**src/rtl/kuec_pkg.sv**
```systemverilog
// shared types, field widths and codes of the k-mer extension classifier
`timescale 1ns / 1ps

package kuec_pkg;

    // configuration port
    localparam int ADDR_W = 4;
    localparam int REG_W  = 32;

    // register indexes (paddr[3:2])
    localparam logic [1:0] REG_MER_LENGTH   = 2'd0;
    localparam logic [1:0] REG_MIN_COVERAGE = 2'd1;
    localparam logic [1:0] REG_MIN_CONTINUE = 2'd2;
    localparam logic [1:0] REG_BOTH_STRANDS = 2'd3;

    // register reset values
    localparam logic [5:0]  MER_LENGTH_RST   = 6'd31;
    localparam logic [31:0] MIN_COVERAGE_RST = 32'd2;
    localparam logic [31:0] MIN_CONTINUE_RST = 32'd3;
    localparam logic        BOTH_STRANDS_RST = 1'b1;

    // stream widths
    localparam int KEY_W      = 64;
    localparam int VAL_W      = 32;
    localparam int IN_DATA_W  = 136;
    localparam int OUT_DATA_W = 200;

    // action codes (input tuser)
    localparam logic ACTION_QUERY  = 1'b0;
    localparam logic ACTION_REPORT = 1'b1;

    // result kind codes (output tuser)
    localparam logic KIND_ANSWER  = 1'b0;
    localparam logic KIND_VERDICT = 1'b1;

    // verdict codes
    localparam logic [2:0] VERDICT_UNIQUE     = 3'd0;
    localparam logic [2:0] VERDICT_BRANCH     = 3'd1;
    localparam logic [2:0] VERDICT_AMBIGUOUS  = 3'd2;
    localparam logic [2:0] VERDICT_UNIQUE_LOW = 3'd3;
    localparam logic [2:0] VERDICT_DRY        = 3'd4;

    // index of the last report of a round, and counter saturation value
    localparam logic [1:0] LAST_REPORT = 2'd3;
    localparam logic [2:0] COUNT_MAX   = 3'd7;

    // one remembered neighbour
    typedef struct packed {
        logic [KEY_W-1:0] key;
        logic [KEY_W-1:0] canon;
        logic [VAL_W-1:0] id;
        logic [VAL_W-1:0] count;
    } kuec_entry_t;

    // saturating counter step
    function automatic logic [2:0] sat_inc(input logic [2:0] v);
        return (v == COUNT_MAX) ? COUNT_MAX : v + 3'd1;
    endfunction

endpackage

```
**src/rtl/kmer_unique_extension_classifier.sv**
```systemverilog
// k-mer unique extension classifier: neighbour keys and per-round verdicts
//
//   channel | dir | handshake          | word
//   --------+-----+--------------------+---------------------------------------
//   cfg     | in  | psel/penable/pready| four 32-bit registers at 0x0..0xC
//   s       | in  | s_tvalid/s_tready  | query or report, tuser = action
//   m       | out | m_tvalid/m_tready  | answer or verdict, tuser = result_kind
//
// one word per cycle while s_tready is high: each accepted word is done in one
// pass from the accept edge into the output register, or into the skid entry if it stalls
// reports that are not the fourth of a round give no result word
// a two-entry output (register plus skid) keeps s_tready high while one word
// waits in a stalled output; s_tready drops only when both entries hold words
// reset clears counters, handshake state and registers to their defaults
`timescale 1ns / 1ps

module kmer_unique_extension_classifier (
    input  logic                                clk,
    input  logic                                rst_n,
    // configuration port
    input  logic                                psel,
    input  logic                                penable,
    input  logic                                pwrite,
    input  logic [kuec_pkg::ADDR_W-1:0]         paddr,
    input  logic [kuec_pkg::REG_W-1:0]          pwdata,
    output logic [kuec_pkg::REG_W-1:0]          prdata,
    output logic                                pready,
    // input stream
    input  logic                                s_tvalid,
    output logic                                s_tready,
    // in_key[63:0], direction[64], base[66:65], lookup_found[67],
    // lookup_count[99:68], lookup_id[131:100], zero[135:132]
    input  logic [kuec_pkg::IN_DATA_W-1:0]      s_tdata,
    // action[0]
    input  logic                                s_tuser,
    // output stream
    output logic                                m_tvalid,
    input  logic                                m_tready,
    // result_key[63:0], result_canonical_key[127:64], verdict[130:128],
    // result_id[162:131], result_count[194:163], zero[199:195]
    output logic [kuec_pkg::OUT_DATA_W-1:0]     m_tdata,
    // result_kind[0]
    output logic                                m_tuser
);

    import kuec_pkg::*;

    // configuration registers
    logic [5:0]       mer_length_reg;
    logic [VAL_W-1:0] min_coverage_reg;
    logic [VAL_W-1:0] min_continue_reg;
    logic             both_strands_reg;

    // round state
    logic [KEY_W-1:0] tried_keys_reg  [4];
    logic [KEY_W-1:0] tried_canon_reg [4];
    logic [2:0]       strong_count_reg, strong_count_next;
    logic [2:0]       present_count_reg, present_count_next;
    logic [2:0]       weak_count_reg, weak_count_next;
    logic [1:0]       report_count_reg;
    kuec_entry_t      chosen_entry_reg, chosen_entry_next;
    kuec_entry_t      weak_entry_reg, weak_entry_next;

    // output buffer
    logic                  out_valid_reg, out_valid_next;
    logic [OUT_DATA_W-1:0] out_data_reg, out_data_next;
    logic                  out_user_reg, out_user_next;
    logic                  skid_valid_reg, skid_valid_next;
    logic [OUT_DATA_W-1:0] skid_data_reg, skid_data_next;
    logic                  skid_user_reg, skid_user_next;

    // input fields
    logic             action;
    logic [KEY_W-1:0] in_key;
    logic             direction;
    logic [1:0]       base;
    logic             lookup_found;
    logic [VAL_W-1:0] lookup_count;
    logic [VAL_W-1:0] lookup_id;

    logic             s_fire;
    logic             m_fire;
    logic             cfg_write;

    logic [5:0]       k_eff;
    logic [6:0]       two_k;
    logic [KEY_W-1:0] key_mask;
    logic [KEY_W-1:0] nb_key;
    logic [KEY_W-1:0] rc_full;
    logic [KEY_W-1:0] rc_key;
    logic [KEY_W-1:0] canon_key;

    kuec_entry_t      report_entry;
    kuec_entry_t      verdict_entry;
    logic [2:0]       verdict;
    logic             present_hit;
    logic             strong_hit;
    logic             weak_hit;
    logic             round_end;
    logic             have_result;
    logic [OUT_DATA_W-1:0] result_data;
    logic             result_user;

    assign action       = s_tuser;
    assign in_key       = s_tdata[63:0];
    assign direction    = s_tdata[64];
    assign base         = s_tdata[66:65];
    assign lookup_found = s_tdata[67];
    assign lookup_count = s_tdata[99:68];
    assign lookup_id    = s_tdata[131:100];

    assign s_tready  = !skid_valid_reg;
    assign s_fire    = s_tvalid && s_tready;
    assign m_fire    = out_valid_reg && m_tready;
    assign m_tvalid  = out_valid_reg;
    assign m_tdata   = out_data_reg;
    assign m_tuser   = out_user_reg;
    assign pready    = 1'b1;
    assign cfg_write = psel && penable && pwrite;

    // register write
    always_ff @(posedge clk or negedge rst_n)
    begin
        if (!rst_n)
        begin
            mer_length_reg   <= MER_LENGTH_RST;
            min_coverage_reg <= MIN_COVERAGE_RST;
            min_continue_reg <= MIN_CONTINUE_RST;
            both_strands_reg <= BOTH_STRANDS_RST;
        end
        else if (cfg_write)
        begin
            unique case (paddr[3:2])
                REG_MER_LENGTH:   mer_length_reg   <= pwdata[5:0];
                REG_MIN_COVERAGE: min_coverage_reg <= pwdata;
                REG_MIN_CONTINUE: min_continue_reg <= pwdata;
                REG_BOTH_STRANDS: both_strands_reg <= pwdata[0];
            endcase
        end
    end

    // register read
    always_comb
    begin
        unique case (paddr[3:2])
            REG_MER_LENGTH:   prdata = {26'd0, mer_length_reg};
            REG_MIN_COVERAGE: prdata = min_coverage_reg;
            REG_MIN_CONTINUE: prdata = min_continue_reg;
            REG_BOTH_STRANDS: prdata = {31'd0, both_strands_reg};
        endcase
    end

    // effective length and key mask, zero acts as one base, above 32 as 32
    always_comb
    begin
        if (mer_length_reg == 6'd0)
            k_eff = 6'd1;
        else if (mer_length_reg > 6'd32)
            k_eff = 6'd32;
        else
            k_eff = mer_length_reg;
    end

    assign two_k    = {k_eff, 1'b0};
    assign key_mask = {KEY_W{1'b1}} >> (7'd64 - two_k);

    // neighbour key: append or prepend one base
    always_comb
    begin
        if (direction)
            nb_key = ((in_key >> 2) & (key_mask >> 2))
                   | ({62'd0, base} << (two_k - 7'd2));
        else
            nb_key = ((in_key << 2) & key_mask & ~64'd3) | {62'd0, base};
    end

    // reverse complement over all 32 bases, then align to the mer length
    always_comb
    begin
        for (int i = 0; i < 32; i++)
        begin
            rc_full[2*(31-i) +: 2] = ~nb_key[2*i +: 2];
        end
    end

    assign rc_key    = rc_full >> (7'd64 - two_k);
    assign canon_key = (both_strands_reg && (rc_key < nb_key)) ? rc_key : nb_key;

    // report classification
    assign report_entry.key   = tried_keys_reg[base];
    assign report_entry.canon = tried_canon_reg[base];
    assign report_entry.id    = lookup_id;
    assign report_entry.count = lookup_count;

    assign present_hit = lookup_found && (lookup_count >= min_coverage_reg);
    assign strong_hit  = present_hit && (lookup_count >= min_continue_reg);
    assign weak_hit    = lookup_found && !(lookup_count >= min_coverage_reg);

    assign present_count_next = present_hit ? sat_inc(present_count_reg) : present_count_reg;
    assign strong_count_next  = strong_hit ? sat_inc(strong_count_reg) : strong_count_reg;
    assign weak_count_next    = weak_hit ? sat_inc(weak_count_reg) : weak_count_reg;

    assign chosen_entry_next = (strong_hit && strong_count_reg == 3'd0)
                             ? report_entry : chosen_entry_reg;
    assign weak_entry_next   = (weak_hit && weak_count_reg == 3'd0)
                             ? report_entry : weak_entry_reg;

    assign round_end = (report_count_reg == LAST_REPORT);

    // verdict from the counts including this report
    always_comb
    begin
        verdict_entry = '0;
        priority if (strong_count_next > 3'd1)
        begin
            verdict = VERDICT_BRANCH;
        end
        else if (present_count_next > 3'd1)
        begin
            verdict = VERDICT_AMBIGUOUS;
        end
        else if (strong_count_next == 3'd1)
        begin
            verdict       = VERDICT_UNIQUE;
            verdict_entry = chosen_entry_next;
        end
        else if (weak_count_next == 3'd1 && present_count_next == 3'd0)
        begin
            verdict       = VERDICT_UNIQUE_LOW;
            verdict_entry = weak_entry_next;
        end
        else
        begin
            verdict = VERDICT_DRY;
        end
    end

    // result word
    always_comb
    begin
        if (action == ACTION_QUERY)
        begin
            result_user = KIND_ANSWER;
            result_data = {5'd0, 32'd0, 32'd0, VERDICT_UNIQUE, canon_key, nb_key};
        end
        else
        begin
            result_user = KIND_VERDICT;
            result_data = {5'd0, verdict_entry.count, verdict_entry.id, verdict,
                           verdict_entry.canon, verdict_entry.key};
        end
    end

    assign have_result = s_fire && ((action == ACTION_QUERY) || round_end);

    // tried keys, no reset
    always_ff @(posedge clk)
    begin
        if (s_fire && action == ACTION_QUERY)
        begin
            tried_keys_reg[base]  <= nb_key;
            tried_canon_reg[base] <= canon_key;
        end
    end

    // remembered neighbours, read only while their counts say they are set
    always_ff @(posedge clk)
    begin
        if (s_fire && action == ACTION_REPORT)
        begin
            chosen_entry_reg <= chosen_entry_next;
            weak_entry_reg   <= weak_entry_next;
        end
    end

    // round counters
    always_ff @(posedge clk or negedge rst_n)
    begin
        if (!rst_n)
        begin
            strong_count_reg  <= 3'd0;
            present_count_reg <= 3'd0;
            weak_count_reg    <= 3'd0;
            report_count_reg  <= 2'd0;
        end
        else if (s_fire && action == ACTION_REPORT)
        begin
            report_count_reg <= report_count_reg + 2'd1;
            if (round_end)
            begin
                strong_count_reg  <= 3'd0;
                present_count_reg <= 3'd0;
                weak_count_reg    <= 3'd0;
            end
            else
            begin
                strong_count_reg  <= strong_count_next;
                present_count_reg <= present_count_next;
                weak_count_reg    <= weak_count_next;
            end
        end
    end

    // output register and skid entry
    always_comb
    begin
        out_valid_next  = out_valid_reg;
        out_data_next   = out_data_reg;
        out_user_next   = out_user_reg;
        skid_valid_next = skid_valid_reg;
        skid_data_next  = skid_data_reg;
        skid_user_next  = skid_user_reg;
        if (skid_valid_reg)
        begin
            if (m_fire)
            begin
                out_data_next   = skid_data_reg;
                out_user_next   = skid_user_reg;
                skid_valid_next = 1'b0;
            end
        end
        else if (have_result)
        begin
            if (!out_valid_reg || m_tready)
            begin
                out_valid_next = 1'b1;
                out_data_next  = result_data;
                out_user_next  = result_user;
            end
            else
            begin
                skid_valid_next = 1'b1;
                skid_data_next  = result_data;
                skid_user_next  = result_user;
            end
        end
        else if (m_fire)
        begin
            out_valid_next = 1'b0;
        end
    end

    always_ff @(posedge clk or negedge rst_n)
    begin
        if (!rst_n)
        begin
            out_valid_reg  <= 1'b0;
            skid_valid_reg <= 1'b0;
        end
        else
        begin
            out_valid_reg  <= out_valid_next;
            skid_valid_reg <= skid_valid_next;
        end
    end

    always_ff @(posedge clk)
    begin
        out_data_reg  <= out_data_next;
        out_user_reg  <= out_user_next;
        skid_data_reg <= skid_data_next;
        skid_user_reg <= skid_user_next;
    end

endmodule

```
**config.mk**
```make
export PLATFORM = sky130hd
export DESIGN_NAME = kmer_unique_extension_classifier
export DESIGN_NICKNAME = d
export VERILOG_FILES = /design/src/rtl/kuec_pkg.sv /design/src/rtl/kmer_unique_extension_classifier.sv
export SDC_FILE = /design/constraint.sdc
export NUM_CORES = 2
export LEC_CHECK = 0
export BUFFER_PORTS_ARGS = -buffer_cell sky130_fd_sc_hd__buf_2
export CORE_MARGIN = 3
export CORE_UTILIZATION = 57
export CTS_CLUSTER_SIZE = 16
export DETAILED_ROUTE_END_ITERATION = 6
export PLACE_DENSITY_LB_ADDON = 0.1
export SYNTH_ARGS = -nofsm -noshare
export SYNTH_HDL_FRONTEND = slang
export SYNTH_SLANG_ARGS = --single-unit
```
**constraint.sdc**
```tcl
create_clock -name clk -period 48.2 [get_ports clk]
set_clock_uncertainty 0.2 [all_clocks]
set_input_delay 4.82 -clock clk [delete_from_list [all_inputs] [get_ports clk]]
set_output_delay 4.82 -clock clk [all_outputs]
set_load 0.01 [all_outputs]
```
Word-level counts from Yosys, hierarchy flattened
Memory sizes are Yosys's and may differ from the RTL's. Cells that the tools add are included.

Add/subtract/negate cells: 6. Magnitude comparators: 6. Equal/unequal tests: 11. Shift operators: 3. Mux-type cells: 43. Bitwise operators: 39. Reductions and logical operators: 34.

Operators with widths (number): 192-bit 2-to-1 mux (6); 200-bit 2-to-1 mux (4); 195-bit 2-to-1 mux (1); 64-bit 2-to-1 mux (2); 32-bit case mux with 4 select lines (1); 64-bit AND (1); 32-bit greater-or-equal comparator (2); 64-bit less-than comparator (1); 2-bit inverter (32); 62-bit by 64-bit OR with 64-bit output (1); 64-bit by 2-bit OR with 64-bit output (1); 2-bit by 7-bit << shifter with 64-bit output (1); 64-bit by 7-bit >> shifter with 64-bit output (1); 64-bit by 7-bit >> shifter with 64-bit output (first input constant) (1); 62-bit AND (1); 3-bit 2-to-1 mux (13); 1-bit logical AND (14); 1-bit 2-to-1 mux (14); 6-bit 2-to-1 mux (2); 3-bit by 1-bit adder with 3-bit output (second input constant) (3); 3-bit == test (second input constant) (3); 3-bit logical NOT (3); 3-bit AND reduction (3); 2-bit AND reduction (4); 15 further kinds (27).

Flip-flop bits (word level): 870. Memory bits (writable): 512. Input bits: 180. Output and inout bits: 236. Word-level logic and storage cells: 166. Memories: 2.

Memory list: tried_canon_reg (depth 4, bits a word 64, read ports 1, clocked after memory_dff 0, write ports 1, RTL line kmer_unique_extension_classifier.sv:56) `logic [KEY_W-1:0] tried_canon_reg [4];`; tried_keys_reg (depth 4, bits a word 64, read ports 1, clocked after memory_dff 0, write ports 1, RTL line kmer_unique_extension_classifier.sv:55) `logic [KEY_W-1:0] tried_keys_reg [4];`.

Depth between registers and ports, before layout
Depth after elaboration: 17. Mapped depth: 41. Gate-level depth less buffers: 27.

Least setup slack after synthesis
No wires, ideal clock.

Kind: input -> register. Start: input port s_tuser. End: register skid_data_reg[0] (enable). Library setup time: 1.032 ns. Arrival time: 19.792 ns. Required time: 46.968 ns. Setup slack: 27.176 ns. Stages: 5. Path buffers: 2. Cell sequence: clkbuf_1 -> clkbuf_1 -> nand2b_1 -> nand3_1 -> nor3b_1.

Word-level cells in the longest chain between the ends: 4.

RTL lines: from (decl) (RTL line kmer_unique_extension_classifier.sv:35) `input logic s_tuser,`; 1-bit inverter (RTL line kmer_unique_extension_classifier.sv:254) `assign have_result = s_fire && ((action == ACTION_QUERY) || round_end);`; 1-bit logical OR (RTL line kmer_unique_extension_classifier.sv:254); 1-bit logical AND (RTL line kmer_unique_extension_classifier.sv:254); 3-bit AND reduction (no source line); to (signal assigned) (RTL line kmer_unique_extension_classifier.sv:361) `skid_data_reg <= skid_data_next;`; to (decl) (RTL line kmer_unique_extension_classifier.sv:69) `logic [OUT_DATA_W-1:0] skid_data_reg, skid_data_next;`.

No other way between the ends. A chain may end at the register's enable or synchronous reset.

Worst setup path after layout
Start: input port s_tdata[66] (netlist bit). End: register out_data_reg[113], in the netlist m_tdata[113], data pin.

Word-level cells in the longest chain between the ends: 12. Elaborated cells on any way between the ends: 51. Classes of those cells: order compare: 1; shift: 2; mux: 12; bitwise: 34; reduce/logical: 1; memory: 1.

RTL lines: from (decl) (RTL line kmer_unique_extension_classifier.sv:33) `input logic [kuec_pkg::IN_DATA_W-1:0] s_tdata,`; 2-bit by 7-bit << shifter with 64-bit output (RTL line kmer_unique_extension_classifier.sv:172) `| ({62'd0, base} << (two_k - 7'd2));`; 62-bit by 64-bit OR with 64-bit output (RTL line kmer_unique_extension_classifier.sv:172); 64-bit 2-to-1 mux * (RTL line kmer_unique_extension_classifier.sv:170) `if (direction)`; 2-bit inverter (RTL line kmer_unique_extension_classifier.sv:182) `rc_full[2*(31-i) +: 2] = ~nb_key[2*i +: 2];`; 64-bit by 7-bit >> shifter with 64-bit output (RTL line kmer_unique_extension_classifier.sv:186) `assign rc_key = rc_full >> (7'd64 - two_k);`; 64-bit less-than comparator (RTL line kmer_unique_extension_classifier.sv:187) `assign canon_key = (both_strands_reg && (rc_key < nb_key)) ? rc_key : nb_key;`; 1-bit logical AND (RTL line kmer_unique_extension_classifier.sv:187); 64-bit 2-to-1 mux * (RTL line kmer_unique_extension_classifier.sv:187); named net canon_key[49] (RTL line kmer_unique_extension_classifier.sv:91) `logic [KEY_W-1:0] canon_key;`; 195-bit 2-to-1 mux * (RTL line kmer_unique_extension_classifier.sv:241) `if (action == ACTION_QUERY)`; 200-bit 2-to-1 mux * (RTL line kmer_unique_extension_classifier.sv:324) `if (!out_valid_reg || m_tready)`; 200-bit 2-to-1 mux * (RTL line kmer_unique_extension_classifier.sv:322) `else if (have_result)`; 200-bit 2-to-1 mux * (RTL line kmer_unique_extension_classifier.sv:313) `if (skid_valid_reg)`; named net out_data_next[113] (RTL line kmer_unique_extension_classifier.sv:66) `logic [OUT_DATA_W-1:0] out_data_reg, out_data_next;`; to (signal assigned) (RTL line kmer_unique_extension_classifier.sv:359) `out_data_reg <= out_data_next;`; to (decl) (RTL line kmer_unique_extension_classifier.sv:66).

Mark *: on every way through the listed nets, which the timed path passes. The rest lies on a longest branch. The select of a mux whose other input is x is not followed.

==> metrics.txt <==
Root Driver=clkbuf_16; RSZ-0062 raised after global routing=false; cells after synthesis=5023; status=finished clean; 1st-pass router iterations=7; most common cell after layout, fill and taps aside=edfxtp_1; routed vias=47800; hold crit path type=flip-flop to flip-flop; antenna violations before repair=17; vias in the first global route=45800; Mapped Area=0.0681 mm²; final core utilization=0.642; Routed WL=218 mm; global route total overflow=0; crit end category=flip-flop; NumNets Final=5625; area of the core=0.118 mm²; H-tree depth=4; Longest Clk Path Bufs=3; sequential share of the synthesized area=0.599; Site Rows=126; async set-reset flop share out of synthesis=0.0612; DRC viols=0; setup TNS=0 ns; hold depth=1; Die Y=352 µm; count of cell types in the netlist=126; P_leak=0.0267 µW; PD cells=61.7 mW/mm²; 1st-iter DRT viols=6807; global-route wire length before repair=315 mm; PnR worst setup slack=34.09 ns; GP Congestion=1.01; hold slack=0.285 ns; Avg Cell Area, Syn=13.6 µm²; critical path type=input pin to flip-flop; f_max=70.9 MHz; CTS Sinks=1372; fraction of layout cells with a size suffix above 1=0.269; YS warnings=0; Final ANT Viol Nets=0; Final setup violation count=0; prevailing post-synth register cell=edfxtp_1; Req. time, crit path=48.52 ns; startpoint types=input pin; CTS buffer count=141; DP Worst Slack=33.58 ns; Critical Path AT=14.43 ns; port bufs=403; largest net degree at the start of global routing=142; Post-CTS Setup Inserts=0; worst ir drop on vdd=0.0426 mV; # resized after CTS=0; commonest cells after routing, fill and taps aside=edfxtp_1, mux2_2, buf_2, nand2_1, nor2_1; dpl hpwl=143 mm; CP max-delay cell=nand2_1; max-slew violation count=0; Final Cycle Share=0.293; Largest stage delay, worst path=0.83 ns; CTS tree=built; max cap viols=0; Die W=352 µm; Clk Latency, worst-skew pair=0.80 ns; clock transition at the registers of the reported paths=0.06 ns; CP max FO=70; routed len/inst=30.9 µm; vias per inst=6.80; Initial Util=0.575; io pins=416; Post-synth EDFFs=1288; CTS Hold Bufs=0; fin crit period=14.11 ns; register bit total from synthesis=1372; worst rel slew slack=0.0709; Tot GR Track Use=0.348; Fill cells=8884; Cell Chain, Critical Path=buf_6, buf_4, inv_1, nor2_1, nand4_1, a21oi_1, o21ai_1, mux4_2, mux2i_1, a221oi_1, ha_1, a41o_1, a21oi_1, o41a_1, or4b_2, nor2_1, o2111ai_1, o32a_1, buf_4, nand2_1, o21ai_1, a221o_1; Final Hold Violating Endpoints=0; Layout area overhead=11.6%; Die ar.=0.124 mm²; slew at the pin closest to its max-slew limit=1.39 ns; worst r2r path cells=27
==> worst max-delay path: cells and delay by family <==
family | cells | cell delay (ns)
multiplexers | 2 | 0.77
buffers and inverters | 4 | 1.99
AO/OA/AOI/OAI | 10 | 3.61
adder cells (fa/ha/maj) | 1 | 0.45
AND/OR/NAND/NOR | 5 | 2.69
==> final cells by class <==
type                       count  area (µm²)  share of cell area
sequential                  1372       40800               0.537
multi-input combinational   3080       25000               0.329
clock buffer                 189        3750              0.0493
timing repair buffer         514        2940              0.0386
tap                         1600        2000              0.0263
inverter                     200         763              0.0100
clock inverter                61         696             0.00915
antenna                       14        35.0            0.000461
==> cells in the mapped netlist (22+ instances only) <==
cell	count	area [µm²]
edfxtp_1	1288	38700
mux2_2	486	5470
nand2_1	342	1280
nor2_1	248	931
o21ai_0	221	1110
clkbuf_1	214	803
inv_1	192	721
a22oi_1	189	1420
mux4_2	137	3090
ha_1	136	1700
a21oi_1	132	661
o22ai_1	104	651
o31ai_1	89	668
buf_2	85	425
dfrtp_1	75	1880
nand3_1	73	365
nor3_1	73	365
a31oi_1	57	357
a22o_1	56	490
mux2i_1	45	450
a211oi_1	44	330
and2_1	42	263
buf_1	37	139
o211ai_1	35	263
nand4_1	30	188
o21a_1	25	188
a21o_1	24	180
o21ai_1	24	120
nor2b_1	23	144
or3_1	22	138
==> power breakdown <==
| group | switching [µW] | internal (µW) |
|---|---|---|
| clock network | 469 | 587 |
| logic | 1360 | 579 |
| registers | 60.7 | 1630 |
| total | 1890 | 2800 |
==> worst paths after layout <==
kind | start | to | slack [ns]
setup / recovery | s_tdata[66] | m_tdata[113]$_DFFE_PP_ | 34.09
hold / removal | report_count_reg[0]$_DFFE_PN0P_ | report_count_reg[0]$_DFFE_PN0P_ | 0.29
setup reg to reg | mer_length_reg[2]$_DFFE_PN1P_ | m_tdata[109]$_DFFE_PP_ | 36.20
hold reg to reg | report_count_reg[0]$_DFFE_PN0P_ | report_count_reg[0]$_DFFE_PN0P_ | 0.29
max in group asynchronous | rst_n | skid_valid_reg$_DFF_PN0_ | 42.75
min in group asynchronous | rst_n | min_continue_reg[5]$_DFFE_PN0P_ | 3.71
==> metrics by stage <==
stage,area (µm²),cells,power (µW)
floorplan,68100,5027,2910
global placement,71500,6766,3570
detailed placement,71500,6766,3600
CTS,76000,7016,4660
global route,76000,7020,4860
finish,76000,7030,4690
==> kinds of logic (layout without fill, tap and decap cells) <==
kind of cell               after synthesis  after routing  share of synthesized area
AOI/OAI and AO/OA                     1297           1297                      0.139
xor gates and xnor gates                 7              7                    0.00167
adders and majority gates              136            136                     0.0250
buffers and inverters                  575            964                     0.0364
DFF                                   1372           1372                      0.599
muxes                                  670            670                      0.133
other                                    2             20                   0.000110
and+or+nand+nor                        964            964                     0.0663
==> routing by layer <==
| layer | track usage | part of all wire | vias up |
|---|---|---|---|
| met3 | 0.0606 | 0.088 | 533 |
| li1 | - | - | 20400 |
| met4 | 0.168 | 0.052 | 8 |
| met5 | 0 | 0.00026 | - |
| met2 | 0.542 | 0.46 | 2710 |
| met1 | 0.479 | 0.40 | 24100 |
Power figures use the tool's default switching activity.
